### config.mk
export PLATFORM = sky130hd
export DESIGN_NAME = qde_div
export DESIGN_NICKNAME = d
export VERILOG_FILES = /design/src/rtl/qde_pkg.sv /design/src/rtl/qde_div.sv
export SDC_FILE = /design/constraint.sdc
export NUM_CORES = 1
export LEC_CHECK = 0
export BUFFER_PORTS_ARGS = -buffer_cell sky130_fd_sc_hd__buf_2
export CAP_MARGIN = 20
export CORE_MARGIN = 2
export CORE_UTILIZATION = 49
export CTS_CLUSTER_DIAMETER = 60
export DETAILED_ROUTE_END_ITERATION = 10
export MAX_ROUTING_LAYER = met4
export PLACE_DENSITY = 0.8
export SETUP_SLACK_MARGIN = 0.02
export SLEW_MARGIN = 20
export SYNTH_ARGS = -nofsm -noshare
export SYNTH_HDL_FRONTEND = slang
export SYNTH_SLANG_ARGS = --single-unit
### constraint.sdc
create_clock -name clk_i -period 2.5 [get_ports clk_i]
set_input_delay 0.125 -clock clk_i [delete_from_list [all_inputs] [get_ports clk_i]]
set_output_delay 0.125 -clock clk_i [all_outputs]
set_load 0.02 [all_outputs]
### src/rtl/qde_pkg.sv
// qde_pkg: shared constants, types and helpers for the quantile digest engine
// used by every module under rtl; depends on nothing
`default_nettype none

package qde_pkg;

  localparam int KeyBits  = 10;
  localparam int NodeW    = KeyBits + 1;
  localparam int DepW     = $clog2(KeyBits + 1);
  localparam int MemDepth = 2 ** NodeW;
  localparam int CntW     = 32;
  localparam int KW       = 16;
  localparam int AmtW     = 16;
  localparam int FracW    = 17;
  localparam int ProdW    = FracW + CntW;
  localparam int AccW     = CntW + 1;
  localparam int KsixW    = KW + 3;
  localparam int DivCntW  = $clog2(CntW + 1);

  localparam logic [KW-1:0]    KReset  = KW'(16);
  localparam logic [FracW-1:0] FracOne = FracW'(65536);
  localparam logic [DepW-1:0]  KeyDep  = DepW'(KeyBits);

  typedef enum logic {
    CMD_INSERT = 1'b0,
    CMD_QUERY  = 1'b1
  } cmd_e;

  typedef enum logic [4:0] {
    ST_CLEAR,
    ST_IDLE,
    ST_INS_RD,
    ST_INS_CHK,
    ST_INS_END,
    ST_DIV_GO,
    ST_DIV_WAIT,
    ST_Q_MUL,
    ST_Q_CHK,
    ST_T_DOWN,
    ST_T_LCHK,
    ST_T_RCHK,
    ST_T_VISIT,
    ST_T_UP,
    ST_T_SCHK,
    ST_Q_ADD,
    ST_C_RL,
    ST_C_RR,
    ST_C_DEC,
    ST_C_PS,
    ST_C_SK,
    ST_C_SKL,
    ST_C_SUM,
    ST_C_WI,
    ST_C_WS,
    ST_DONE
  } walk_state_e;

  typedef struct packed {
    logic            pres;
    logic [CntW-1:0] cnt;
  } node_t;

  typedef struct packed {
    logic             rd_en;
    logic [NodeW-1:0] rd_addr;
    logic             wr_en;
    logic [NodeW-1:0] wr_addr;
    node_t            wr_data;
  } mem_req_t;

  typedef struct packed {
    logic [KeyBits-1:0] pval;
    logic [CntW-1:0]    total;
    logic [NodeW-1:0]   nodes;
    logic               comp;
  } result_t;

  function automatic logic [CntW-1:0] sat_add(input logic [CntW-1:0] a,
                                              input logic [CntW-1:0] b);
    logic [CntW:0] s;
    s = {1'b0, a} + {1'b0, b};
    return s[CntW] ? '1 : s[CntW-1:0];
  endfunction

  // largest key covered by a node: ((i + 1) << (KeyBits - depth)) - 1, low bits
  function automatic logic [KeyBits-1:0] node_last_key(input logic [NodeW-1:0] idx,
                                                       input logic [DepW-1:0] dep);
    logic [KeyBits-1:0] t;
    t = idx[KeyBits-1:0] + 1'b1;
    t = t << (KeyDep - dep);
    return t - 1'b1;
  endfunction

endpackage

`default_nettype wire

### src/rtl/qde_div.sv
// qde_div: restoring divider, one quotient bit per cycle
// gives the merge threshold N div K; uses qde_pkg
`default_nettype none

module qde_div (
  input  wire logic                       clk_i,
  input  wire logic                       rst_ni,
  input  wire logic                       start_i,
  input  wire logic [qde_pkg::CntW-1:0]   dividend_i,
  input  wire logic [qde_pkg::KW-1:0]     divisor_i,
  output logic                            done_o,
  output logic [qde_pkg::CntW-1:0]        quotient_o
);

  logic                        busy_q, busy_d;
  logic [qde_pkg::DivCntW-1:0] cnt_q, cnt_d;
  logic [qde_pkg::CntW-1:0]    dq_q, dq_d;
  logic [qde_pkg::KW-1:0]      rem_q, rem_d;
  logic [qde_pkg::KW-1:0]      dv_q, dv_d;
  logic [qde_pkg::KW:0]        rem_sh;
  logic                        fits;

  assign rem_sh = {rem_q, dq_q[qde_pkg::CntW-1]};
  assign fits   = rem_sh >= {1'b0, dv_q};

  always_comb begin
    busy_d = busy_q;
    cnt_d  = cnt_q;
    dq_d   = dq_q;
    rem_d  = rem_q;
    dv_d   = dv_q;
    if (start_i) begin
      busy_d = 1'b1;
      cnt_d  = qde_pkg::DivCntW'(qde_pkg::CntW);
      dq_d   = dividend_i;
      rem_d  = '0;
      dv_d   = divisor_i;
    end else if (busy_q) begin
      if (cnt_q == '0) begin
        busy_d = 1'b0;
      end else begin
        cnt_d = cnt_q - 1'b1;
        dq_d  = {dq_q[qde_pkg::CntW-2:0], fits};
        rem_d = fits ? qde_pkg::KW'(rem_sh - {1'b0, dv_q}) : rem_sh[qde_pkg::KW-1:0];
      end
    end
  end

  always_ff @(posedge clk_i or negedge rst_ni) begin
    if (!rst_ni) begin
      busy_q <= 1'b0;
      cnt_q  <= '0;
    end else begin
      busy_q <= busy_d;
      cnt_q  <= cnt_d;
    end
  end

  always_ff @(posedge clk_i) begin
    dq_q  <= dq_d;
    rem_q <= rem_d;
    dv_q  <= dv_d;
  end

  assign done_o     = busy_q && (cnt_q == '0);
  assign quotient_o = dq_q;

endmodule

`default_nettype wire

==> impl_metrics.env <==
export IMPL_path_class="reg -> reg"
export IMPL_die_width_um=92.8
export IMPL_first_iter_violations=162
export IMPL_remaining_drc_errors=0
export IMPL_worst_ir_drop_vdd_uv=545
export IMPL_dp_worst_setup_slack_ns=0.0430
export IMPL_setup_ws_ns=0.0976
export IMPL_antenna_violating_nets_post_route=0
export IMPL_result_of_the_run="finished clean"
export IMPL_post_route_cells_drive_above_1_share_pct=35.0
export IMPL_worst_r2r_setup_slack_ns=0.1
export IMPL_clockBufferDepth=2
export IMPL_synth_warnings=0
export IMPL_timing_critical_path_arrival_ns=2.66
export IMPL_synth_main_ff_cell="edfxtp_1"
export IMPL_post_synth_num_cell_types=54
export IMPL_timing_max_slew_rel_slack_pct=60.1
export IMPL_clock_sinks=71
export IMPL_postSynthRegisterBits=71
export IMPL_synth_enable_flop_cells=48
export IMPL_startpoint_type="flop"
export IMPL_min_delay_path_class="in -> reg"
export IMPL_std_cell_rows=32
export IMPL_finClkSkew_ns=0.0162
export IMPL_drtPass1Iterations=4
export IMPL_globalplace_congestion=0.923
export IMPL_die_height_um=92.8
export IMPL_i_o_pins=84
export IMPL_pd_cells_nw_per_um2=983
export IMPL_finalCoreUtilization_pct=63.7
export IMPL_mostFrequentLayoutCell="buf_2"
export IMPL_routed_vias=3041
export IMPL_timing_max_transition_violations_final=0
export IMPL_grt_pass1_wl_um=13600
export IMPL_number_of_global_route_vias_before_repair=2945
export IMPL_nets=525
export IMPL_max_cap_violations=0
export IMPL_io_buffer_count=83
export IMPL_cts_clk_slew_worst_paths_ns=0.09
export IMPL_coreArea_sq_um=7690
export IMPL_p_leak_nw=2.16
export IMPL_path_delay_family="compound AO/OA/AOI/OAI gates"
export IMPL_clk_root_buffer_cell="clkbuf_8"
export IMPL_dp_final_hpwl_um=6150
export IMPL_timing_critical_path_cells="inv_1 -> ha_2 -> a21oi_2 -> o211ai_1 -> a2111o_1 -> o21ai_4 -> buf_4 -> mux2i_1 -> a211oi_1"
export IMPL_diodes=0
export IMPL_most_common_layout_cells="83 x buf_2, 48 x edfxtp_1, 31 x mux2_2"
export IMPL_achievable_frequency_mhz=416
export IMPL_grt_util_all_layers_pct=20.8
export IMPL_worst_path_max_fanout=6
export IMPL_wirelength_um=8660
export IMPL_fp_dieArea_sq_um=8610
export IMPL_cts_tree="yes"
export IMPL_final_setup_tns_ns=0
export IMPL_avgRoutedWirePerCell_um=15.4
export IMPL_syn2layout_area_growth_pct=26.7
export IMPL_grt_overflow=0
export IMPL_filler_cell_count=599
export IMPL_h_tree_levels=3
export IMPL_numCtsBuffers=9
export IMPL_report_power_total_mw=4.81
export IMPL_synth_area_sq_um=3860
export IMPL_seq_area_frac_synth_pct=50.1
export IMPL_crit_share_post_route_pct=96.1
export IMPL_asyncSetResetFlopFracSynth_pct=9.86
export IMPL_antenna_found_initial=0
export IMPL_vias_per_cell=5.41
export IMPL_path_buf_inv=2
export IMPL_initial_standard_cell_utilization_of_the_core_pct=50.3
export IMPL_tightest_slew_ns=0.597
export IMPL_syn_inst_count=341
export IMPL_worstSkewPairLatency_ns=0.36
export IMPL_end_kind="flop"
export IMPL_required_ns=2.76
export IMPL_slowest_delay_ns=0.45
export IMPL_hold_viol_final=0
export IMPL_rsz_0062_raised_after_global_routing="yes"
export IMPL_grt_max_degree=35
export IMPL_timing_final_setup_violations=0
export IMPL_synth_net_count=411
export IMPL_shortest_period_the_worst_path_allows_ns=2.40
export IMPL_syn_mean_instance_area_sq_um=11.3
export IMPL_crit_slowest_cell="a2111o_1"
-- area by class of cell --
type	instances	area (sq um)	share of cell area, %
Inverter	28	105	2.15
Timing Repair Buffer	118	724	14.8
Clock inverter	7	100	2.04
Tap cell	102	128	2.61
Multi-Input combinational cell	227	1780	36.3
Sequential cell	71	1940	39.6
Clock buffer	9	124	2.53
-- state kept, by name, indices dropped and copies added (netlist names) --
register and flops:
rem_q 16, busy_q 1, quotient_o 32, cnt_q 6, dv_q 16
-- logic make-up after synthesis --
logic type / after synthesis / synth area share [%]
compound gates: 72 / 14.0
flops: 71 / 50.1
simple gates: 82 / 10.4
fa+ha+maj: 19 / 6.35
buf+inv: 43 / 4.63
xor+xnor: 17 / 3.85
mux: 37 / 10.7
-- synth_stat cells, drive strengths merged (2+ instances only) --
library cell	number	area share (%)
a31oi	12	1.9
nand3	7	0.91
nor3	6	0.78
nor2b	4	0.65
dfxtp	16	8.3
edfxtp	48	37
and3	4	0.65
mux2	33	9.6
a221oi	2	0.45
o31ai	3	0.58
mux2i	4	1.0
nor2	26	2.6
xnor2	11	2.5
o211ai	5	0.97
clkbuf	8	0.78
xor2	6	1.4
ha	18	5.8
a21oi	10	1.6
nor4	3	0.49
nand2	17	1.7
dfrtp	7	4.5
a311oi	2	0.62
o21ai	8	1.3
buf	7	1.1
nand2b	3	0.49
inv	28	2.7
or3	5	0.81
o22ai	4	0.65
a22oi	6	1.2
a211oi	5	0.97
a21o	7	1.4
nand4	3	0.65
-- report_power, final --
group | internal (mW) | total (mW) | switching (mW)
Sequential | 1.59 | 1.78 | 0.187
Clock | 0.572 | 1.04 | 0.467
Combinational | 0.837 | 2.00 | 1.16
-- routing by layer --
layer	vias up	part of all wire [%]	global-route usage, %
met1	1454	43	26.3
met5	-	0	-
met4	0	1.1	7.72
li1	1493	-	-
met2	84	51	33.7
met3	10	4.4	3.82
-- through the flow --
stage               hold WS, ns  instances  instance area, sq um
floorplan                -0.171        341                  3860
global placement        -0.0349        526                  4450
detailed placement      -0.0300        526                  4450
CTS                      0.0475        559                  4850
global route             0.0589        562                  4900
finish                   0.0610        562                  4900
-- path summary, 6_finish.rpt --
check                         startpoint             to  depth (start not counted)
setup / recovery                 dv_q[8]       rem_q[8]                          9
hold / removal             dividend_i[0]  quotient_o[0]                          3
setup reg to reg                 dv_q[8]       rem_q[8]                          9
hold reg to reg                rem_q[12]      rem_q[13]                          2
max in group asynchronous         rst_ni       cnt_q[0]                          2
min in group asynchronous         rst_ni       cnt_q[5]                          2
-- worst reg2reg max path, cell delays in order, from the launching register on --
cell and delay (ns):
edfxtp_1 0.36, inv_1 0.08, ha_2 0.32, a21oi_2 0.19, o211ai_1 0.14, a2111o_1 0.45
o21ai_4 0.27, buf_4 0.18, mux2i_1 0.07, a211oi_1 0.24
-- repair_timing --
action / in CTS / in global routing
endpoints found under the setup margin: 0 / 13
setup buffers: 0 / 3
hold buffers: 17 / 0
gates resized for setup: 0 / 7
endpoints found under the hold margin: 23 / 0
No activity file was read; power rests on OpenSTA's default activity.
