$ cat config.mk
export PLATFORM = sky130hd
export DESIGN_NAME = qde_walk
export DESIGN_NICKNAME = d
export VERILOG_FILES = /design/src/rtl/qde_pkg.sv /design/src/rtl/qde_walk.sv
export SDC_FILE = /design/constraint.sdc
export NUM_CORES = 2
export LEC_CHECK = 0
export ABC_AREA = 1
export BUFFER_PORTS_ARGS = -buffer_cell sky130_fd_sc_hd__buf_2
export CORE_UTILIZATION = 50
export DETAILED_ROUTE_END_ITERATION = 7
export GPL_ROUTABILITY_DRIVEN = 0
export GPL_TIMING_DRIVEN = 0
export PLACE_DENSITY = 0.75
export SYNTH_ARGS = -nofsm -noshare
export SYNTH_HDL_FRONTEND = slang
export SYNTH_SLANG_ARGS = --single-unit
export TNS_END_PERCENT = 50
$ cat constraint.sdc
create_clock -name clk_i -period 8.1 [get_ports clk_i]
set_clock_uncertainty 0.05 [all_clocks]
set_input_delay 0.405 -clock clk_i [delete_from_list [all_inputs] [get_ports clk_i]]
set_output_delay 0.405 -clock clk_i [all_outputs]
set_load 0.1 [all_outputs]
$ cat src/rtl/qde_pkg.sv
// qde_pkg: shared constants, types and helpers for the quantile digest engine
// used by every module under rtl; depends on nothing
`default_nettype none

package qde_pkg;

  localparam int KeyBits  = 10;
  localparam int NodeW    = KeyBits + 1;
  localparam int DepW     = $clog2(KeyBits + 1);
  localparam int MemDepth = 2 ** NodeW;
  localparam int CntW     = 32;
  localparam int KW       = 16;
  localparam int AmtW     = 16;
  localparam int FracW    = 17;
  localparam int ProdW    = FracW + CntW;
  localparam int AccW     = CntW + 1;
  localparam int KsixW    = KW + 3;
  localparam int DivCntW  = $clog2(CntW + 1);

  localparam logic [KW-1:0]    KReset  = KW'(16);
  localparam logic [FracW-1:0] FracOne = FracW'(65536);
  localparam logic [DepW-1:0]  KeyDep  = DepW'(KeyBits);

  typedef enum logic {
    CMD_INSERT = 1'b0,
    CMD_QUERY  = 1'b1
  } cmd_e;

  typedef enum logic [4:0] {
    ST_CLEAR,
    ST_IDLE,
    ST_INS_RD,
    ST_INS_CHK,
    ST_INS_END,
    ST_DIV_GO,
    ST_DIV_WAIT,
    ST_Q_MUL,
    ST_Q_CHK,
    ST_T_DOWN,
    ST_T_LCHK,
    ST_T_RCHK,
    ST_T_VISIT,
    ST_T_UP,
    ST_T_SCHK,
    ST_Q_ADD,
    ST_C_RL,
    ST_C_RR,
    ST_C_DEC,
    ST_C_PS,
    ST_C_SK,
    ST_C_SKL,
    ST_C_SUM,
    ST_C_WI,
    ST_C_WS,
    ST_DONE
  } walk_state_e;

  typedef struct packed {
    logic            pres;
    logic [CntW-1:0] cnt;
  } node_t;

  typedef struct packed {
    logic             rd_en;
    logic [NodeW-1:0] rd_addr;
    logic             wr_en;
    logic [NodeW-1:0] wr_addr;
    node_t            wr_data;
  } mem_req_t;

  typedef struct packed {
    logic [KeyBits-1:0] pval;
    logic [CntW-1:0]    total;
    logic [NodeW-1:0]   nodes;
    logic               comp;
  } result_t;

  function automatic logic [CntW-1:0] sat_add(input logic [CntW-1:0] a,
                                              input logic [CntW-1:0] b);
    logic [CntW:0] s;
    s = {1'b0, a} + {1'b0, b};
    return s[CntW] ? '1 : s[CntW-1:0];
  endfunction

  // largest key covered by a node: ((i + 1) << (KeyBits - depth)) - 1, low bits
  function automatic logic [KeyBits-1:0] node_last_key(input logic [NodeW-1:0] idx,
                                                       input logic [DepW-1:0] dep);
    logic [KeyBits-1:0] t;
    t = idx[KeyBits-1:0] + 1'b1;
    t = t << (KeyDep - dep);
    return t - 1'b1;
  endfunction

endpackage

`default_nettype wire

$ cat src/rtl/qde_walk.sv
// qde_walk: sequencer for inserts, compression pass and rank walk
// drives the node store port and the divider; uses qde_pkg
`default_nettype none

module qde_walk (
  input  wire logic                          clk_i,
  input  wire logic                          rst_ni,
  input  wire logic                          start_i,
  input  wire qde_pkg::cmd_e                 cmd_i,
  input  wire logic [qde_pkg::KeyBits-1:0]   key_i,
  input  wire logic [qde_pkg::AmtW-1:0]      amount_i,
  input  wire logic [qde_pkg::FracW-1:0]     fraction_i,
  input  wire logic [qde_pkg::KW-1:0]        k_i,
  input  wire logic                          out_free_i,
  output logic                               idle_o,
  output logic                               done_o,
  output qde_pkg::result_t                   result_o,
  output qde_pkg::mem_req_t                  mem_req_o,
  input  wire qde_pkg::node_t                mem_rd_i,
  output logic                               div_start_o,
  output logic [qde_pkg::CntW-1:0]           div_dividend_o,
  output logic [qde_pkg::KW-1:0]             div_divisor_o,
  input  wire logic                          div_done_i,
  input  wire logic [qde_pkg::CntW-1:0]      div_quotient_i
);

  localparam int NW = qde_pkg::NodeW;
  localparam int CW = qde_pkg::CntW;

  qde_pkg::walk_state_e state_q, state_d;

  logic [NW-1:0]                cur_q, cur_d;
  logic [qde_pkg::DepW-1:0]     dep_q, dep_d;
  logic [qde_pkg::KeyBits-1:0]  kshift_q, kshift_d;
  logic [qde_pkg::AmtW-1:0]     amt_q, amt_d;
  logic [qde_pkg::FracW-1:0]    frac_q, frac_d;
  qde_pkg::cmd_e                mode_q, mode_d;
  logic [CW-1:0]                total_q, total_d;
  logic [NW-1:0]                ptot_q, ptot_d;
  logic [NW-1:0]                clr_q, clr_d;
  logic [CW-1:0]                thr_q, thr_d;
  logic [qde_pkg::ProdW-1:0]    prod_q, prod_d;
  logic [CW-1:0]                want_q, want_d;
  logic [qde_pkg::AccW-1:0]     acc_q, acc_d;
  qde_pkg::node_t               nw_q, nw_d;
  logic                         kl_q, kl_d;
  logic                         kids_q, kids_d;
  logic [CW-1:0]                pc_q, pc_d;
  qde_pkg::node_t               sw_q, sw_d;
  logic                         skl_q, skl_d;
  logic                         sk_q, sk_d;
  logic [qde_pkg::KeyBits-1:0]  pval_q, pval_d;
  logic                         comp_q, comp_d;

  logic [qde_pkg::KW-1:0]       keff;
  logic [qde_pkg::KsixW-1:0]    k6;
  logic                         not_leaf;
  logic [NW-1:0]                left_a, right_a, parent_a, sib_a, ins_a;
  logic [CW-1:0]                want_w, fam_sum;
  logic [qde_pkg::AccW-1:0]     acc_sum;
  logic                         kids_w, drop_w, merge_w, hit_w, need_comp;

  assign keff      = (k_i == '0) ? qde_pkg::KW'(1) : k_i;
  assign k6        = ({3'b000, keff} << 2) + ({3'b000, keff} << 1);
  assign need_comp = {{(qde_pkg::KsixW - NW){1'b0}}, ptot_q} >= k6;
  assign not_leaf  = dep_q != qde_pkg::KeyDep;
  assign left_a    = {cur_q[NW-2:0], 1'b0};
  assign right_a   = {cur_q[NW-2:0], 1'b1};
  assign parent_a  = {1'b0, cur_q[NW-1:1]};
  assign sib_a     = {cur_q[NW-1:1], ~cur_q[0]};
  assign ins_a     = {cur_q[NW-2:0], kshift_q[qde_pkg::KeyBits-1]};
  assign want_w    = prod_q[CW+15:16];
  assign acc_sum   = acc_q + {1'b0, mem_rd_i.cnt};
  assign hit_w     = (acc_sum >= {1'b0, want_q}) || (cur_q == NW'(1));
  assign kids_w    = kl_q || (mem_rd_i.pres && not_leaf);
  assign drop_w    = (nw_q.cnt == '0) && !kids_w;
  assign fam_sum   = qde_pkg::sat_add(qde_pkg::sat_add(pc_q, nw_q.cnt), sw_q.cnt);
  assign merge_w   = fam_sum < thr_q;

  // next state
  always_comb begin
    state_d = state_q;
    unique case (state_q)
      qde_pkg::ST_CLEAR:    if (clr_q == '1) state_d = qde_pkg::ST_IDLE;
      qde_pkg::ST_IDLE: begin
        if (start_i) begin
          state_d = (cmd_i == qde_pkg::CMD_QUERY) ? qde_pkg::ST_Q_MUL : qde_pkg::ST_INS_RD;
        end
      end
      qde_pkg::ST_INS_RD:   state_d = qde_pkg::ST_INS_CHK;
      qde_pkg::ST_INS_CHK:  if (!not_leaf) state_d = qde_pkg::ST_INS_END;
      qde_pkg::ST_INS_END:  state_d = need_comp ? qde_pkg::ST_DIV_GO : qde_pkg::ST_DONE;
      qde_pkg::ST_DIV_GO:   state_d = qde_pkg::ST_DIV_WAIT;
      qde_pkg::ST_DIV_WAIT: if (div_done_i) state_d = qde_pkg::ST_T_DOWN;
      qde_pkg::ST_Q_MUL:    state_d = qde_pkg::ST_Q_CHK;
      qde_pkg::ST_Q_CHK:    state_d = (want_w == '0) ? qde_pkg::ST_DONE : qde_pkg::ST_T_DOWN;
      qde_pkg::ST_T_DOWN:   state_d = not_leaf ? qde_pkg::ST_T_LCHK : qde_pkg::ST_T_VISIT;
      qde_pkg::ST_T_LCHK:   state_d = mem_rd_i.pres ? qde_pkg::ST_T_DOWN : qde_pkg::ST_T_RCHK;
      qde_pkg::ST_T_RCHK:   state_d = mem_rd_i.pres ? qde_pkg::ST_T_DOWN : qde_pkg::ST_T_VISIT;
      qde_pkg::ST_T_VISIT: begin
        if (mode_q == qde_pkg::CMD_QUERY) begin
          state_d = qde_pkg::ST_Q_ADD;
        end else begin
          state_d = (cur_q == NW'(1)) ? qde_pkg::ST_DONE : qde_pkg::ST_C_RL;
        end
      end
      qde_pkg::ST_Q_ADD:    state_d = hit_w ? qde_pkg::ST_DONE : qde_pkg::ST_T_UP;
      qde_pkg::ST_C_RL:     state_d = qde_pkg::ST_C_RR;
      qde_pkg::ST_C_RR:     state_d = qde_pkg::ST_C_DEC;
      qde_pkg::ST_C_DEC:    state_d = drop_w ? qde_pkg::ST_T_UP : qde_pkg::ST_C_PS;
      qde_pkg::ST_C_PS:     state_d = qde_pkg::ST_C_SK;
      qde_pkg::ST_C_SK:     state_d = qde_pkg::ST_C_SKL;
      qde_pkg::ST_C_SKL:    state_d = qde_pkg::ST_C_SUM;
      qde_pkg::ST_C_SUM:    state_d = merge_w ? qde_pkg::ST_C_WI : qde_pkg::ST_T_UP;
      qde_pkg::ST_C_WI:     state_d = qde_pkg::ST_C_WS;
      qde_pkg::ST_C_WS:     state_d = qde_pkg::ST_T_UP;
      qde_pkg::ST_T_UP: begin
        priority if (cur_q == NW'(1)) state_d = qde_pkg::ST_DONE;
        else if (!cur_q[0])           state_d = qde_pkg::ST_T_SCHK;
        else                          state_d = qde_pkg::ST_T_VISIT;
      end
      qde_pkg::ST_T_SCHK:   state_d = mem_rd_i.pres ? qde_pkg::ST_T_DOWN : qde_pkg::ST_T_VISIT;
      qde_pkg::ST_DONE:     if (out_free_i) state_d = qde_pkg::ST_IDLE;
      default:              state_d = qde_pkg::ST_IDLE;
    endcase
  end

  // datapath and memory port
  always_comb begin
    cur_d    = cur_q;
    dep_d    = dep_q;
    kshift_d = kshift_q;
    amt_d    = amt_q;
    frac_d   = frac_q;
    mode_d   = mode_q;
    total_d  = total_q;
    ptot_d   = ptot_q;
    clr_d    = clr_q;
    thr_d    = thr_q;
    prod_d   = prod_q;
    want_d   = want_q;
    acc_d    = acc_q;
    nw_d     = nw_q;
    kl_d     = kl_q;
    kids_d   = kids_q;
    pc_d     = pc_q;
    sw_d     = sw_q;
    skl_d    = skl_q;
    sk_d     = sk_q;
    pval_d   = pval_q;
    comp_d   = comp_q;
    mem_req_o   = '0;
    div_start_o = 1'b0;
    unique case (state_q)
      qde_pkg::ST_CLEAR: begin
        mem_req_o.wr_en        = 1'b1;
        mem_req_o.wr_addr      = clr_q;
        mem_req_o.wr_data.pres = (clr_q == NW'(1));
        clr_d = clr_q + 1'b1;
      end
      qde_pkg::ST_IDLE: begin
        if (start_i) begin
          cur_d    = NW'(1);
          dep_d    = '0;
          kshift_d = key_i;
          amt_d    = amount_i;
          frac_d   = (fraction_i > qde_pkg::FracOne) ? qde_pkg::FracOne : fraction_i;
          mode_d   = cmd_i;
          pval_d   = '0;
          comp_d   = 1'b0;
        end
      end
      qde_pkg::ST_INS_RD: begin
        mem_req_o.rd_en   = 1'b1;
        mem_req_o.rd_addr = ins_a;
        cur_d    = ins_a;
        dep_d    = dep_q + 1'b1;
        kshift_d = kshift_q << 1;
      end
      qde_pkg::ST_INS_CHK: begin
        mem_req_o.wr_addr = cur_q;
        if (!mem_rd_i.pres) ptot_d = ptot_q + 1'b1;
        if (!not_leaf) begin
          mem_req_o.wr_en        = 1'b1;
          mem_req_o.wr_data.pres = 1'b1;
          mem_req_o.wr_data.cnt  = qde_pkg::sat_add(mem_rd_i.pres ? mem_rd_i.cnt : '0,
                                                    {{(CW - qde_pkg::AmtW){1'b0}}, amt_q});
          total_d = qde_pkg::sat_add(total_q, {{(CW - qde_pkg::AmtW){1'b0}}, amt_q});
        end else begin
          // create the missing inner node, fetch the next one down the path
          mem_req_o.wr_en        = !mem_rd_i.pres;
          mem_req_o.wr_data.pres = 1'b1;
          mem_req_o.rd_en        = 1'b1;
          mem_req_o.rd_addr      = ins_a;
          cur_d    = ins_a;
          dep_d    = dep_q + 1'b1;
          kshift_d = kshift_q << 1;
        end
      end
      qde_pkg::ST_INS_END: begin
        comp_d = need_comp;
      end
      qde_pkg::ST_DIV_GO: begin
        div_start_o = 1'b1;
      end
      qde_pkg::ST_DIV_WAIT: begin
        thr_d  = div_quotient_i;
        cur_d  = NW'(1);
        dep_d  = '0;
        mode_d = qde_pkg::CMD_INSERT;
      end
      qde_pkg::ST_Q_MUL: begin
        prod_d = {{(qde_pkg::ProdW - qde_pkg::FracW){1'b0}}, frac_q}
               * {{(qde_pkg::ProdW - CW){1'b0}}, total_q};
      end
      qde_pkg::ST_Q_CHK: begin
        want_d = want_w;
        acc_d  = '0;
      end
      qde_pkg::ST_T_DOWN: begin
        mem_req_o.rd_en   = not_leaf;
        mem_req_o.rd_addr = left_a;
      end
      qde_pkg::ST_T_LCHK: begin
        if (mem_rd_i.pres) begin
          cur_d = left_a;
          dep_d = dep_q + 1'b1;
        end else begin
          mem_req_o.rd_en   = 1'b1;
          mem_req_o.rd_addr = right_a;
        end
      end
      qde_pkg::ST_T_RCHK: begin
        if (mem_rd_i.pres) begin
          cur_d = right_a;
          dep_d = dep_q + 1'b1;
        end
      end
      qde_pkg::ST_T_VISIT: begin
        mem_req_o.rd_en   = 1'b1;
        mem_req_o.rd_addr = cur_q;
      end
      qde_pkg::ST_Q_ADD: begin
        acc_d = acc_sum;
        if (hit_w) pval_d = qde_pkg::node_last_key(cur_q, dep_q);
      end
      qde_pkg::ST_C_RL: begin
        nw_d = mem_rd_i;
        mem_req_o.rd_en   = 1'b1;
        mem_req_o.rd_addr = left_a;
      end
      qde_pkg::ST_C_RR: begin
        kl_d = mem_rd_i.pres && not_leaf;
        mem_req_o.rd_en   = 1'b1;
        mem_req_o.rd_addr = right_a;
      end
      qde_pkg::ST_C_DEC: begin
        kids_d = kids_w;
        if (drop_w) begin
          mem_req_o.wr_en   = 1'b1;
          mem_req_o.wr_addr = cur_q;
          ptot_d = ptot_q - 1'b1;
        end else begin
          mem_req_o.rd_en   = 1'b1;
          mem_req_o.rd_addr = parent_a;
        end
      end
      qde_pkg::ST_C_PS: begin
        pc_d = mem_rd_i.cnt;
        mem_req_o.rd_en   = 1'b1;
        mem_req_o.rd_addr = sib_a;
      end
      qde_pkg::ST_C_SK: begin
        sw_d = mem_rd_i;
        mem_req_o.rd_en   = 1'b1;
        mem_req_o.rd_addr = {sib_a[NW-2:0], 1'b0};
      end
      qde_pkg::ST_C_SKL: begin
        skl_d = mem_rd_i.pres && not_leaf;
        mem_req_o.rd_en   = 1'b1;
        mem_req_o.rd_addr = {sib_a[NW-2:0], 1'b1};
      end
      qde_pkg::ST_C_SUM: begin
        sk_d = skl_q || (mem_rd_i.pres && not_leaf);
        if (merge_w) begin
          mem_req_o.wr_en        = 1'b1;
          mem_req_o.wr_addr      = parent_a;
          mem_req_o.wr_data.pres = 1'b1;
          mem_req_o.wr_data.cnt  = fam_sum;
        end
      end
      qde_pkg::ST_C_WI: begin
        mem_req_o.wr_en        = 1'b1;
        mem_req_o.wr_addr      = cur_q;
        mem_req_o.wr_data.pres = kids_q;
        if (!kids_q) ptot_d = ptot_q - 1'b1;
      end
      qde_pkg::ST_C_WS: begin
        if (sw_q.pres) begin
          mem_req_o.wr_en        = 1'b1;
          mem_req_o.wr_addr      = sib_a;
          mem_req_o.wr_data.pres = sk_q;
          if (!sk_q) ptot_d = ptot_q - 1'b1;
        end
      end
      qde_pkg::ST_T_UP: begin
        if (cur_q != NW'(1)) begin
          if (!cur_q[0]) begin
            mem_req_o.rd_en   = 1'b1;
            mem_req_o.rd_addr = sib_a;
          end else begin
            cur_d = parent_a;
            dep_d = dep_q - 1'b1;
          end
        end
      end
      qde_pkg::ST_T_SCHK: begin
        if (mem_rd_i.pres) begin
          cur_d = sib_a;
        end else begin
          cur_d = parent_a;
          dep_d = dep_q - 1'b1;
        end
      end
      qde_pkg::ST_DONE: begin
      end
      default: begin
      end
    endcase
  end

  always_ff @(posedge clk_i or negedge rst_ni) begin
    if (!rst_ni) begin
      state_q <= qde_pkg::ST_CLEAR;
      total_q <= '0;
      ptot_q  <= NW'(1);
      clr_q   <= '0;
    end else begin
      state_q <= state_d;
      total_q <= total_d;
      ptot_q  <= ptot_d;
      clr_q   <= clr_d;
    end
  end

  always_ff @(posedge clk_i) begin
    cur_q    <= cur_d;
    dep_q    <= dep_d;
    kshift_q <= kshift_d;
    amt_q    <= amt_d;
    frac_q   <= frac_d;
    mode_q   <= mode_d;
    thr_q    <= thr_d;
    prod_q   <= prod_d;
    want_q   <= want_d;
    acc_q    <= acc_d;
    nw_q     <= nw_d;
    kl_q     <= kl_d;
    kids_q   <= kids_d;
    pc_q     <= pc_d;
    sw_q     <= sw_d;
    skl_q    <= skl_d;
    sk_q     <= sk_d;
    pval_q   <= pval_d;
    comp_q   <= comp_d;
  end

  assign idle_o          = state_q == qde_pkg::ST_IDLE;
  assign done_o          = (state_q == qde_pkg::ST_DONE) && out_free_i;
  assign result_o.pval   = pval_q;
  assign result_o.total  = total_q;
  assign result_o.nodes  = ptot_q;
  assign result_o.comp   = comp_q;
  assign div_dividend_o  = total_q;
  assign div_divisor_o   = keff;

endmodule

`default_nettype wire

==> results.ini <==
[outcome]
status=complete, no violations

[floorplanning]
design.die.area_um2=86380
ios=292
die_h_um=293.9
die_w_um=293.9
initial_utilization_pct=50.75
coreArea_um2=83950
rows=106

[placement]
portBuffers=291
dp_hpwl_mm=104.9
placed_area_um2=45670
pre_cts_ws_ns=-0.2966

[critical_path]
critPathMostFrequentCell=inv_1
arrival_ns=8.16
required_ns=8.39
slowest_delay_ns=0.66
critPathMaxFanout=10
end_kind=register
cp_slowest_cell=clkbuf_1
critPathLaunchType=register
critPathBufInv=9
critPathKind=reg2reg
crit_family=adder cells

[grt]
grt_pass1_wl_mm=198.6
grt_pass1_vias=37310
grtUsageTotal_pct=29.70
antenna_found_initial=1
grt_max_degree=57
gr-total-overflow=0

[power_and_ir_drop]
p_per_area_nw_per_um2=365.6
vdd_drop_max_v=0.0004949
power.leakage_uw=0.02310
power_uw=17520

[clock_tree]
clock_sinks=359
cts.clk_slew.worst_paths_ns=0.06
cts_made_buffers=41
cts_buffer_depth=3
clk_latency_ns=0.60
cts_root_buffer=clkbuf_16
htreeDepth=2
cts_tree=yes

[timing]
worst_pin_slew_ns=1.140
fmax_ghz=0.1271
timing.slew.headroom_pct=24.02
hold_viol=0
fin_setup_tns_ns=0
fin_crit_ns=7.867
setup_viol_count_final=0
fin_crit_sh_pct=97.12
slew_viol_final=0
setup_ws_ns=0.2331

[routing]
detail-route-antenna-nets=0
dr.pass1.iters=7
wl_per_cell_um=18.95
wirelength_mm=128.9
vias=37580
vias_per_cell=5.523
drc_errors=0
drtIter0Drc=3346

[finish]
final_cell_mix=nand2_1, inv_1, fa_1, ha_1, nor2_1
areaGrowthSynthToFinish_pct=12.49
final_common_cell=nand2_1
layout-drive-gt1-share_pct=9.896
fin_area_um2=47930
finish.utilization_pct=57.09
final_net_count=6581

[synthesis]
avgSynthCellArea_um2=8.127
synth_cell_types=76
synth_nets=6186
async_flop_share_pct=16.43
syn_inst=5242
netlist_area_um2=42600
seq_area_frac_synth_pct=24.61
ys.warnings.count=0
ys.flop_type=edfxtp_1
ys_ff_latch=359
synth_edf_count=300

[min_path]
hold_class=in2reg

[run]
maxCapViolCount=0

-- sequential cells by signal (all words and copies together) (netlist names), 32 cells and up --
register        cells
acc_q              33
sw_q               33
div_dividend_o     32
nw_q               32
pc_q               32
prod_q             32
thr_q              32
want_q             32
-- final timing paths --
kind	startpoint	end	slack, ns	depth (start not counted)
setup / recovery	div_dividend_o[11]	prod_q[45]	0.23	27
min in group asynchronous	rst_ni	clr_q[10]	0.10	2
hold / removal	fraction_i[16]	frac_q[16]	0.04	2
max in group asynchronous	rst_ni	ptot_q[0]	7.26	3
hold reg to reg	prod_q[33]	want_q[17]	0.39	0
setup reg to reg	div_dividend_o[11]	prod_q[45]	0.23	27
-- power by group --
part	switching, uW	total [uW]	internal, uW	leakage, uW
clock	811	1920	1110	0.000659
combinational	8630	12700	4070	0.0189
sequential	296	2900	2600	0.00353
-- cell families after synthesis --
logic type,synth area share (%)
adder cells (fa/ha/maj),31.91
AO/OA/AOI/OAI,9.730
flip-flops,24.61
multiplexers,0.2379
buffers and inverters,11.79
AND/OR/NAND/NOR,18.80
XOR/XNOR,2.919
-- cells in the mapped netlist, types with 6 or more instances --
master | n | area [um2]
fa_1 | 454 | 9089
inv_2 | 14 | 52.55
nor2_1 | 352 | 1321
xnor2_1 | 56 | 490.5
a21oi_1 | 283 | 1416
o21a_1 | 14 | 105.1
a21oi_2 | 6 | 52.55
nand3b_1 | 9 | 67.56
buf_4 | 39 | 292.8
a21boi_0 | 7 | 52.55
dfrtp_1 | 58 | 1451
ha_1 | 360 | 4504
a22oi_1 | 7 | 52.55
o21bai_1 | 13 | 97.59
or2_2 | 22 | 137.6
buf_2 | 13 | 65.06
o31ai_1 | 6 | 45.04
nor3_1 | 50 | 250.2
o21ai_2 | 12 | 105.1
mux2_2 | 9 | 101.4
o2111ai_1 | 6 | 52.55
a31oi_1 | 26 | 162.7
o211ai_1 | 16 | 120.1
o221ai_1 | 18 | 157.7
o21ai_0 | 178 | 890.9
nand3_1 | 162 | 810.8
xor2_1 | 86 | 753.2
nand2_1 | 1203 | 4516
nand2_2 | 8 | 50.05
buf_1 | 16 | 60.06
inv_1 | 1073 | 4028
nor2_2 | 7 | 43.79
a21o_1 | 22 | 165.2
nand4_1 | 49 | 306.5
o21ai_1 | 26 | 130.1
a2bb2oi_1 | 8 | 70.07
clkbuf_1 | 120 | 450.4
edfxtp_1 | 300 | 9009
o22ai_1 | 15 | 93.84
nor4_1 | 45 | 281.5
-- cell type report --
type,count,area [um2]
Inverter,1090,4101
Buffer,194,957.2
Clock inverter,22,257.7
Antenna cell,1,2.502
Sequential cell,359,10490
Timing Repair Buffer,352,2307
Tap cell,1134,1419
Clock buffer,53,1112
Multi-Input combinational cell,3599,27280
Fill cell,7425,36030
-- through the flow --
step                instances  hold slack, ns
floorplan                5242         0.05941
global placement         6667          0.3802
detailed placement       6675          0.1666
CTS                      6800         0.01914
global route             6804         0.03448
finish                   6804         0.04144
-- metal layers --
layer | vias up | global-route usage, % | share of wire [%]
met4 | 0 | 14.68 | 5.6
met2 | 1919 | 48.96 | 46
met3 | 403 | 6.133 | 10
met5 | - | 0 | 0
li1 | 17390 | - | -
met1 | 17870 | 37.01 | 38
-- worst register-to-register path: cells and delay by family (launching register included) --
family / cells / cell delay, ns
and+or+nand+nor: 3 / 0.38
buffers and inverters: 9 / 1.67
DFF: 1 / 0.46
AOI/OAI and AO/OA: 7 / 1.54
xor gates and xnor gates: 1 / 0.16
adders and majority gates: 7 / 3.40
-- repair_timing --
action,CTS,global route
endpoints found under the hold margin,107,0
hold buffers,50,0
setup endpoints to repair,44,45
pin swaps,2,4
setup buffers,0,3
gates resized for setup,57,60
Power figures use the tool's default switching activity.
